==> src/hdl/bdcc_pkg.sv <==
// shared constants and types for the button debounce and click classifier
`default_nettype none

package bdcc_pkg;

  // config register indexes
  typedef enum logic [1:0] {
    REG_DEBOUNCE = 2'd0,
    REG_DOUBLE   = 2'd1,
    REG_LONG     = 2'd2
  } reg_index_t;

  localparam int unsigned CfgIndexWidth = 2;
  localparam int unsigned CfgDataWidth  = 16;

  // register reset values
  localparam logic [CfgDataWidth-1:0] DebounceReset = 16'd40;
  localparam logic [CfgDataWidth-1:0] DoubleReset   = 16'd300;
  localparam logic [CfgDataWidth-1:0] LongReset     = 16'd1000;

  // press count saturates here
  localparam int unsigned ClickWidth = 4;
  localparam logic [ClickWidth-1:0] ClickMax = 4'd15;

  // stream word widths
  localparam int unsigned InDataWidth  = 8;
  localparam int unsigned OutDataWidth = 8;

  // one result word
  typedef struct packed {
    logic [ClickWidth-1:0] clicks;
    logic                  single_press;
    logic                  double_press;
    logic                  long_press;
    logic                  stable_pressed;
  } result_t;

endpackage

`default_nettype wire

==> src/hdl/button_debounce_click_classifier.sv <==
// button debouncer with single, double and long press classification
//
//  channel   | direction | accept when                     | word
//  s_axis    | in        | s_axis_tvalid & s_axis_tready   | tdata[0] pin_level
//  m_axis    | out       | m_axis_tvalid & m_axis_tready   | stable, long, double, single, clicks
//  cfg       | in        | cfg_valid & cfg_ready           | cfg_index, cfg_data
//
// one input word per cycle while the output is not stalled; each word's result
// appears in the output register in the cycle after it is accepted. rst is
// synchronous and restores the register reset values and the idle debounce state.
// a stalled output holds its word; input is taken while the output register is
// empty or being drained in the same cycle. cfg is always ready.
`default_nettype none

module button_debounce_click_classifier #(
  parameter int unsigned TIMER_BITS = 16
) (
  input  wire logic                                 clk,
  input  wire logic                                 rst,
  // input stream
  input  wire logic                                 s_axis_tvalid,
  output      logic                                 s_axis_tready,
  input  wire logic [bdcc_pkg::InDataWidth-1:0]     s_axis_tdata,  // [0] pin_level, [7:1] ignored
  // output stream
  output      logic                                 m_axis_tvalid,
  input  wire logic                                 m_axis_tready,
  // [0] stable_pressed, [1] long_press, [2] double_press, [3] single_press, [7:4] clicks
  output      logic [bdcc_pkg::OutDataWidth-1:0]    m_axis_tdata,
  // config write
  input  wire logic                                 cfg_valid,
  output      logic                                 cfg_ready,
  input  wire logic [bdcc_pkg::CfgIndexWidth-1:0]   cfg_index,
  input  wire logic [bdcc_pkg::CfgDataWidth-1:0]    cfg_data
);

  // compare width covers both timers and thresholds
  localparam int unsigned CmpWidth =
    (TIMER_BITS > bdcc_pkg::CfgDataWidth) ? TIMER_BITS : bdcc_pkg::CfgDataWidth;
  localparam logic [TIMER_BITS-1:0] TimerMax = {TIMER_BITS{1'b1}};

  // config registers
  logic [bdcc_pkg::CfgDataWidth-1:0] debounce_ticks;
  logic [bdcc_pkg::CfgDataWidth-1:0] double_window_ticks;
  logic [bdcc_pkg::CfgDataWidth-1:0] long_press_ticks;

  // debounce and click state
  logic                            prev_raw;
  logic                            stable_state;
  logic [TIMER_BITS-1:0]           quiet_count;
  logic [TIMER_BITS-1:0]           since_press;
  logic [bdcc_pkg::ClickWidth-1:0] press_count;

  // output register
  logic              out_valid;
  bdcc_pkg::result_t out_word;

  // next values
  logic                            raw;
  logic                            pressed_now;
  logic [TIMER_BITS-1:0]           quiet_count_next;
  logic [TIMER_BITS-1:0]           since_inc;
  logic [TIMER_BITS-1:0]           since_press_next;
  logic                            take_level;
  logic                            new_press;
  logic                            stable_state_next;
  logic [bdcc_pkg::ClickWidth-1:0] count_mid;
  logic [bdcc_pkg::ClickWidth-1:0] press_count_next;
  logic                            in_window;
  logic                            window_done;
  logic                            single_f;
  bdcc_pkg::result_t               result_next;
  logic                            accept;

  // handshake
  assign s_axis_tready = !out_valid || m_axis_tready;
  assign accept        = s_axis_tvalid && s_axis_tready;
  assign cfg_ready     = 1'b1;
  assign m_axis_tvalid = out_valid;
  assign m_axis_tdata  = out_word;

  // per-tick update
  always_comb begin
    raw         = s_axis_tdata[0];
    pressed_now = !raw;

    // quiet counter restarts on any raw change
    if (raw != prev_raw) begin
      quiet_count_next = '0;
    end else if (quiet_count == TimerMax) begin
      quiet_count_next = quiet_count;
    end else begin
      quiet_count_next = quiet_count + 1'b1;
    end

    // time since last press, saturating
    if (since_press == TimerMax) begin
      since_inc = since_press;
    end else begin
      since_inc = since_press + 1'b1;
    end

    // accept the raw level once quiet long enough
    take_level = (CmpWidth'(quiet_count_next) > CmpWidth'(debounce_ticks)) &&
                 (pressed_now != stable_state);
    stable_state_next = take_level ? pressed_now : stable_state;
    new_press         = take_level && pressed_now;
    in_window         = CmpWidth'(since_inc) < CmpWidth'(double_window_ticks);

    // press counting
    count_mid        = press_count;
    since_press_next = since_inc;
    if (new_press) begin
      if (!in_window) begin
        count_mid = bdcc_pkg::ClickWidth'(1);
      end else if (press_count != bdcc_pkg::ClickMax) begin
        count_mid = press_count + 1'b1;
      end
      since_press_next = '0;
    end

    // lone press whose window ran out
    window_done = CmpWidth'(since_press_next) >= CmpWidth'(double_window_ticks);
    single_f    = (count_mid == bdcc_pkg::ClickWidth'(1)) && window_done;
    press_count_next = single_f ? '0 : count_mid;

    result_next.stable_pressed = stable_state_next;
    result_next.long_press     = stable_state_next &&
      (CmpWidth'(since_press_next) > CmpWidth'(long_press_ticks));
    result_next.double_press   = count_mid >= bdcc_pkg::ClickWidth'(2);
    result_next.single_press   = single_f;
    result_next.clicks         = press_count_next;
  end

  // config writes
  always_ff @(posedge clk) begin
    if (rst) begin
      debounce_ticks      <= bdcc_pkg::DebounceReset;
      double_window_ticks <= bdcc_pkg::DoubleReset;
      long_press_ticks    <= bdcc_pkg::LongReset;
    end else if (cfg_valid) begin
      unique case (cfg_index)
        bdcc_pkg::REG_DEBOUNCE: debounce_ticks      <= cfg_data;
        bdcc_pkg::REG_DOUBLE:   double_window_ticks <= cfg_data;
        bdcc_pkg::REG_LONG:     long_press_ticks    <= cfg_data;
        default: begin
        end
      endcase
    end
  end

  // state and output register
  always_ff @(posedge clk) begin
    if (rst) begin
      prev_raw     <= 1'b1;
      stable_state <= 1'b0;
      quiet_count  <= '0;
      since_press  <= '0;
      press_count  <= '0;
      out_valid    <= 1'b0;
    end else begin
      if (accept) begin
        prev_raw     <= raw;
        stable_state <= stable_state_next;
        quiet_count  <= quiet_count_next;
        since_press  <= since_press_next;
        press_count  <= press_count_next;
        out_valid    <= 1'b1;
      end else if (m_axis_tready) begin
        out_valid <= 1'b0;
      end
    end
  end

  // result payload
  always_ff @(posedge clk) begin
    if (accept) begin
      out_word <= result_next;
    end
  end

endmodule

`default_nettype wire

==> config.mk <==
export PLATFORM = sky130hd
export DESIGN_NAME = button_debounce_click_classifier
export DESIGN_NICKNAME = d
export VERILOG_FILES = /design/src/hdl/bdcc_pkg.sv /design/src/hdl/button_debounce_click_classifier.sv
export SDC_FILE = /design/constraint.sdc
export NUM_CORES = 1
export LEC_CHECK = 0
export ABC_AREA = 1
export ABC_CLOCK_PERIOD_IN_PS = 5250
export BUFFER_PORTS_ARGS = -buffer_cell sky130_fd_sc_hd__buf_2
export CAP_MARGIN = 20
export CORE_ASPECT_RATIO = 0.6
export CORE_MARGIN = 2
export CORE_UTILIZATION = 45
export CTS_CLUSTER_SIZE = 14
export DETAILED_ROUTE_END_ITERATION = 8
export PLACE_DENSITY = 0.74
export SYNTH_ARGS = -nofsm -noshare
export SYNTH_HDL_FRONTEND = slang
export SYNTH_SLANG_ARGS = --single-unit
==> constraint.sdc <==
create_clock -name clk -period 5.25 [get_ports clk]
set_input_delay 0.2625 -clock clk [delete_from_list [all_inputs] [get_ports clk]]
set_output_delay 0.2625 -clock clk [all_outputs]
set_load 0.005 [all_outputs]
After elaboration in Yosys (flattened, before gate mapping)
Cells that the tools add are included.

cells by class
  add/subtract/negate cells = 3
  order comparisons = 5
  equality and inequality tests = 8
  mux-type cells = 11
  reduce and logical (&&, ||, !) cells = 13

operators by type and width
  operator               count
  $mux 16                4
  $add 16x1->16 const B  2
  $eq 16x16->1 const B   2
  $gt 16x16->1           2
  $ge 16x16->1           1
  $lt 16x16->1           1
  $mux 4                 4
  $reduce_and 2->1       3
  $logic_and 1x1->1      5
  $add 4x1->4 const B    1
  $eq 4x1->1 const B     1
  $ge 4x2->1 const B     1
  $ne 4x4->1 const B     1
  $mux 1                 3
  $eq 2x1->1 const B     1
  $eq 2x2->1 const B     1
  $logic_not 1->1        2
  $logic_not 2->1        1
  $ne 1x1->1             2
  $reduce_bool 2->1      1
  $logic_or 1x1->1       1

word-level totals
  register bits = 95
  output and inout port bits = 11

Depth between registers and ports, before layout
Gate-level depths: netlist of run 1.

  depth in word-level cells = 10
  depth in mapped cells = 39
  mapped depth without buffers = 37

Worst setup path after synthesis of run 1
OpenSTA, ideal clock, no wires.

  kind = reg-to-reg
  start point = register quiet_count[0]
  end point = register out_word, in the netlist m_axis_tdata[1] (data pin)
  setup time = 268 ps
  arrival = 4252 ps
  data required time = 4982 ps
  slack = 730 ps
  cell stages (with the launch flop) = 29
  path buffers = 2
  period minus slack after synthesis = 4520 ps
  path through = dfxtp_1 > ha_1 > nand3_1 > inv_1 > nand4_1 > nor2_1 > nand2_1 > nand2_1 > nor2_1 > inv_1 > nor3_1 > nand2_1 > o211ai_1 > inv_1 > ha_1 > nand4_1 > nor2_1 > nand2_1 > nand2_1 > nand4_1 > buf_2 > buf_1 > nand2_1 > inv_1 > ha_1 > nand2_1 > or4_1 > o41ai_1 > a21oi_1

RTL lines
  element                 line                                     source
  from (decl)             button_debounce_click_classifier.sv:49   logic [TIMER_BITS-1:0] quiet_count;
  from (signal assigned)  button_debounce_click_classifier.sv:164  quiet_count <= quiet_count_next;
  to (signal assigned)    button_debounce_click_classifier.sv:177  out_word <= result_next;
  to (decl)               button_debounce_click_classifier.sv:55   bdcc_pkg::result_t out_word;

==> results of run 1 <==
[worst register-to-register path: cells and delay by family (launching register included)]
kind                     cells  cell delay, ns
AO/OA/AOI/OAI                3            0.74
adder cells (fa/ha/maj)      3            0.81
buffers and inverters        6            0.67
flip-flops                   1            0.35
AND/OR/NAND/NOR             16            2.07
[layout by cell type, fill, tap and decap left out, types with 2 or more instances in the layout]
master	n
a21oi_4	2
inv_1	132
clkbuf_16	9
inv_2	2
ha_1	64
nor2_2	7
o21bai_1	3
nand4_1	8
nand2_1	117
xnor2_1	5
a21oi_1	99
o21ai_2	2
nor4_1	2
nand3_2	2
o211ai_1	16
nand2_2	4
inv_6	2
nor2_4	3
a211oi_1	6
buf_4	14
nor3_2	2
dfxtp_1	86
nor2_1	41
nand2_4	5
nand3_1	20
buf_2	33
inv_8	2
edfxtp_1	8
xor2_1	13
nor3_1	15
o21ai_0	87
[state kept, by name, indices dropped and copies added (netlist names)]
register	cells
long_press_ticks	16
double_window_ticks	16
debounce_ticks	16
prev_raw	1
stable_state	1
quiet_count	16
since_press	16
m_axis_tvalid	1
press_count	4
m_axis_tdata	8
[routing by layer]
metal	global-route usage	routed length (um)
met1	0.3482	7817
met2	0.2692	5057
met3	0.04335	994
met4	0.04439	105
met5	0	0
[power by group]
group | internal, mW | switching (mW) | leakage (nW)
combinational | 0.158 | 0.256 | 2.18
sequential | 0.784 | 0.0294 | 0.796
clock | 0.381 | 0.316 | 0.150
[cell usage after synthesis (2+ instances only)]
master	instances
nand2_1	117
nand3_2	2
nand3_1	20
nand2_4	5
xor2_1	13
a21oi_2	2
nor3_1	16
a21oi_1	99
nor2_2	4
o211ai_1	16
xnor2_1	5
ha_1	64
nor2_4	3
nor4_1	2
o21ai_0	87
inv_1	133
dfxtp_1	87
nand2_2	4
clkbuf_1	24
nand4_1	8
edfxtp_1	8
a211oi_1	6
nor2_1	44
o21ai_2	2
o21bai_1	3
[worst max-delay path by stage]
stage | endpoint | cells past startpoint | startpoint
CTS | m_axis_tdata[3] | 33 | quiet_count[0]
global route | m_axis_tdata[3] | 34 | quiet_count[1]
global placement | m_axis_tdata[1] | 27 | quiet_count[0]
floorplan | m_axis_tdata[1] | 28 | quiet_count[0]
detailed placement | m_axis_tdata[3] | 33 | quiet_count[0]
finish | m_axis_tdata[1] | 28 | quiet_count[0]
[through the flow]
step | setup TNS [ns] | cell area (sq um) | utilization
floorplan | 0 | 5863 | -
global placement | 0 | 6232 | 0.4880
detailed placement | 0 | 6232 | 0.4880
CTS | 0 | 6544 | 0.5123
global route | -0.1624 | 6593 | 0.5162
finish | 0 | 6593 | 0.5162
[cells by family (layout without fill, tap and decap cells)]
group                      after synthesis  count (layout)  synth area share
xor gates and xnor gates                18              18           0.02689
DFF                                     95              95            0.3380
adders and majority gates               64              64            0.1366
other                                    1               1         0.0006396
buffers and inverters                  163             200            0.1056
and+or+nand+nor                        227             227            0.1748
AOI/OAI and AO/OA                      226             226            0.2175
[timing repair]
action | 4_1_cts | 5_1_grt
resized for setup | 0 | 6
hold endpoints to repair | 0 | 0
setup buffers | 0 | 1
endpoints found under the setup margin | 0 | 4
[layout make-up]
cell class / instances / area, sq um / share of cell area
clock inverter: 7 / 86.33 / 0.01310
clock buffer: 9 / 225.2 / 0.03416
multi-input combinational: 536 / 3282 / 0.4978
inverter: 136 / 513.0 / 0.07781
timing repair buffer: 48 / 290.3 / 0.04403
sequential: 95 / 1983 / 0.3008
tap: 170 / 212.7 / 0.03226
==> metrics.md, run 1 <==
| Metric | Value |
|---|---|
| Outcome | `finished, final reports clean` |
| Die ar. | `0.01399 sq mm` |
| R2r endpoint | `m_axis_tdata[1]` |
| Synth area leaders | `dfxtp_1, ha_1, inv_1` |
| Starting Density | `0.4591` |
| Port Buffer Count | `33` |
| Iter 0 DRT Violations | `413` |
| Post-synth design cell area | `0.005863 sq mm` |
| Worst-path clk slew | `0.07 ns` |
| CP max FO | `12` |
| Detailed Place HPWL | `10.64 mm` |
| P per Cell Area | `291.8 mW/mm^2` |
| #FFs+latches synth | `95` |
| Worst slew pin tran | `0.7664 ns` |
| Clock Tree Root | `clkbuf_16` |
| Endpoints failing hold | `0` |
| Core Footprint | `0.01277 sq mm` |
| WP data required | `approximately 5.3 ns` |
| Row cnt | `32` |
| Clock Tree Buf Depth | `2` |
| FILL cells | `1206` |
| Sink Count | `95` |
| Global placer's final weighted congestion | `0.8705` |
| Synth top area share | `0.2971` |
| Worst EP arrival | `4.97 ns` |
| Cell taking the most area after synthesis | `dfxtp_1` |
| Via/cell ratio | `about 5.1` |
| Inserted Clock Buffers | `9` |
| Max rail drop VDD | `0.1442 mV` |
| Seq/Total Area, Yosys | `0.3380` |
| P&R area growth vs syn | `12.44%` |
| Critical path's largest stage delay | `0.45 ns` |
| Vias in the first global route | `about 4.5k` |
| Via count | `5140` |
| Total Routed Length | `~14 mm` |
| Hold WC Path Type | `input port to flip-flop` |
| Final period util | `0.9304` |
| Final net count | `921` |
| Hold slack | `~0.16 ns` |
| Largest net degree at the start of global routing | `74` |
| Max Fclk | `just over 200 MHz` |
| R2r startpoint | `quiet_count[0]` |
| Final min period | `4.884 ns` |
| First-pass GRT wire length | `22.88 mm` |
| Clock skew | `0.009840 ns` |
| Worst Reg-to-Reg Cells | `28` |
| Worst reg2reg setup slack | `roughly 0.37 ns` |
| Final setup viols | `0` |
| DRC viols | `0` |
| WHS Endpoint | `debounce_ticks[5]` |
| Syn Nets | `889` |
| # IOs | `42` |
| DRT antenna net count | `0` |
| Initial antenna violation count | `0` |
| H-tree Lvls | `3` |
| Critical Path Most Common Cell | `nand2_1` |
| Max stage delay cell, worst path | `or4_1` |
| Post-CTS Hold Buffers | `0` |
| EDFF count, synth | `8` |
| Crit Path Class | `flip-flop to flip-flop` |
| Post-synth top flop | `dfxtp_1` |
| Maxcap violations | `0` |
| Average wire per standard cell | `13.96 um` |
| Worst rel slew slack | `0.4877` |
| Synth Instances | `794` |
| Critical path launch point type | `flip-flop` |
| Overall power | `1.923 mW` |
| Worst Hold Path Cells | `3` |
| Crit. End Element | `flip-flop` |
| Drt first pass iters | `5` |
| Min-delay src | `cfg_data[5]` |
| Final std cells w/o fill | `1001` |
| Leak | `3.125 nW` |
| Clk_lat worst skew | `0.35 ns` |
| Ant diodes | `0` |
| DIE WIDTH | `about 150 um` |
| Post-synth ARST share | `0` |
| CTS tree | `done` |
| Setup WS pre-CTS | `0.3372 ns` |
| Total grt overflow | `0` |
| Final worst slack | `0.3656 ns` |
| Yosys cell types | `45` |
| Max-slew violations | `0` |
| Placed Cells | `983` |
| Synthesis Warnings | `0` |
| WP buf/inv | `6` |
| Delay-heaviest family, CP | `simple AND/OR/NAND/NOR gates` |
| Synth Area per Inst | `7.384 sq um` |
| Total GRT Usage | `0.2107` |
| Die H | `92.42 um` |
| Layout cells sized above 1 | `0.1203` |
No activity file was read; power rests on OpenSTA's default activity.
==> run 2: changes to the inputs <==
CORE_ASPECT_RATIO = 2   (was 0.6)
SETUP_SLACK_MARGIN = 0.3   (was unset)
==> run 2 against run 1 <==
Hold slack improved by 0.014 ns. Register-to-register slack improved by 0.18 ns. Clock skew decreased by 0.0021 ns. Sequential share of layout area decreased by 0.51 points. Sequential power about the same. Die area increased by 0.18%. First-iteration DRC count decreased by 19%.
==> metrics.md, run 2 (synthesis gave the netlist of run 1 again) <==
| Metric | Value |
|---|---|
| # IOs | `42` |
| WP data required | `approximately 5.4 ns` |
| Final setup viols | `0` |
| CP max FO | `5` |
| Global placer's final weighted congestion | `about 0.84` |
| Setup WS pre-CTS | `0.2891 ns` |
| Total grt overflow | `0` |
| Maxcap violations | `0` |
| Clk_lat worst skew | `0.35 ns` |
| Port Buffer Count | `33` |
| Drt first pass iters | `5` |
| Average wire per standard cell | `roughly 15 um` |
| Post-CTS Hold Buffers | `0` |
| Clock Tree Buf Depth | `2` |
| Min-delay src | `cfg_data[8]` |
| DRC viols | `0` |
| Via count | `about 5.3k` |
| Worst slew pin tran | `0.9414 ns` |
| Crit Path Class | `flip-flop to flip-flop` |
| Layout cells sized above 1 | `0.1435` |
| Register cell area after layout | `0.001988 sq mm` |
| Final instance area | `approximately 0.0067 sq mm` |
| Outcome | `finished, final reports clean` |
| Via/cell ratio | `5.398` |
| Vias in the first global route | `between 4k and 5k` |
| Clk pwr share | `0.343` |
| Initial antenna violation count | `0` |
| H-tree Lvls | `3` |
| Clock Tree Root | `clkbuf_16` |
| Final min period | `4.706 ns` |
| Max Fclk | `roughly 210 MHz` |
| Hold slack | `0.1720 ns` |
| Max rail drop VDD | `roughly 0.21 mV` |
| Detailed Place HPWL | `10.24 mm` |
| Crit. End Element | `flip-flop` |
| Core Footprint | `0.01284 sq mm` |
| Worst rel slew slack | `0.3676` |
| Final net count | `between 900 and 1k` |
| FILL cells | `about 1.2k` |
| DIE WIDTH | `84.71 um` |
| P per Cell Area | `286.0 mW/mm^2` |
| Unrepaired setup endpoints after global routing | `false` |
| Leak | `roughly 3.2 nW` |
| Worst-path clk slew | `0.07 ns` |
| Switching pwr | `0.5691 mW` |
| CTS tree | `done` |
| Total GRT Usage | `0.2031` |
| Multi-input gate area | `0.003400 sq mm` |
| Internal Dissipation | `1.354 mW` |
| Inserted Clock Buffers | `9` |
| Critical path launch point type | `flip-flop` |
| Ant diodes | `0` |
| Die ar. | `around 0.014 sq mm` |
| Most frequent cells in the layout | `inv_1, nand2_1, a21oi_1` |
| Sw frac | `0.2960` |
| Row cnt | `about 60` |
| R2r startpoint | `quiet_count[0]` |
| Starting Density | `0.4565` |
| Clock skew | `slightly below 0.008 ns` |
| Max stage delay cell, worst path | `or4_4` |
| Endpoints failing hold | `0` |
| Largest net degree at the start of global routing | `74` |
| Post-route setup TNS | `0 ns` |
| Final period util | `0.8963` |
| Critical Path Start | `quiet_count[0]` |
| DRT antenna net count | `0` |
| First-pass GRT wire length | `22.96 mm` |
| Final worst slack | `0.5443 ns` |
| Critical path's largest stage delay | `0.57 ns` |
| Sink Count | `between 90 and 100` |
| Max-slew violations | `0` |
| Total Routed Length | `between 10 and 15 mm` |
| Hold WC Path Type | `input port to flip-flop` |
| Most common cell after layout, fill and taps aside | `inv_1` |
| Gate power share | `0.233` |
| Iter 0 DRT Violations | `roughly 340` |
| Critical Path Most Common Cell | `nand2_1` |
| P&R area growth vs syn | `14.68%` |
| Sequential Power Share | `0.424` |
| DP Area | `0.006155 sq mm` |
| Die H | `165.4 um` |
| Worst EP arrival | `4.80 ns` |
[run 2: cell count changes in the layout (fill, tap and decap cells not counted), sizes merged]
cell	previous run	this run
buf	48	45
clkbuf	9	14
inv	139	135
[run 2: timing repair]
action                                  CTS  global route
resized for setup                         2            33
buffers inserted                          0             7
endpoints found under the setup margin    1             4
gates cloned                              0             2
pin swaps                                 1            16
[run 2: power groups by stage]
stage / combinational (mW) / clock [mW] / sequential (mW)
after floorplan: 0.288 / 0 / 0.823
after global placement: 0.381 / 0 / 0.828
after detailed placement: 0.398 / 0 / 0.829
after CTS: 0.404 / 0.669 / 0.813
after global routing: 0.506 / 0.695 / 0.820
final: 0.448 / 0.660 / 0.815
[run 2: worst paths after layout]
| path | to | slack [ns] | depth (start not counted) |
|---|---|---|---|
| max | m_axis_tdata[1] | 0.54 | 28 |
| max reg2reg | m_axis_tdata[1] | 0.54 | 28 |
| min | double_window_ticks[8] | 0.17 | 3 |
| min reg2reg | debounce_ticks[15] | 0.47 | 2 |
[run 2: worst max-delay path, delay by kind of cell, from the launching register on]
family	cells	cell delay [ns]
buf+inv	6	0.60
fa+ha+maj	3	0.72
simple gates	16	2.08
compound gates	3	0.67
flops	1	0.36
[run 2: layer usage]
metal  vias up  part of all wire  global-route usage
met2       135              0.48              0.3379
met5         -                 0                   0
met1      2430              0.44              0.2668
li1       2703                 -                   -
met3        27             0.048             0.03032
met4         0             0.029             0.07287
[run 2: per-stage QoR]
step,instances,power [mW],utilization
global placement,956,1.209,0.4792
global route,981,2.021,0.5235
floorplan,794,1.112,-
CTS,971,1.886,0.5034
detailed placement,956,1.227,0.4792
finish,981,1.923,0.5235
[run 2: area by class of cell]
type                            instances  share of cell area
Clock inverter                          3            0.006327
Multi-Input combinational cell        536              0.5056
Timing Repair Buffer                   47             0.04968
Sequential cell                        95              0.2957
Inverter                              136             0.07629
Tap cell                              152             0.02828
Clock buffer                           12             0.03815
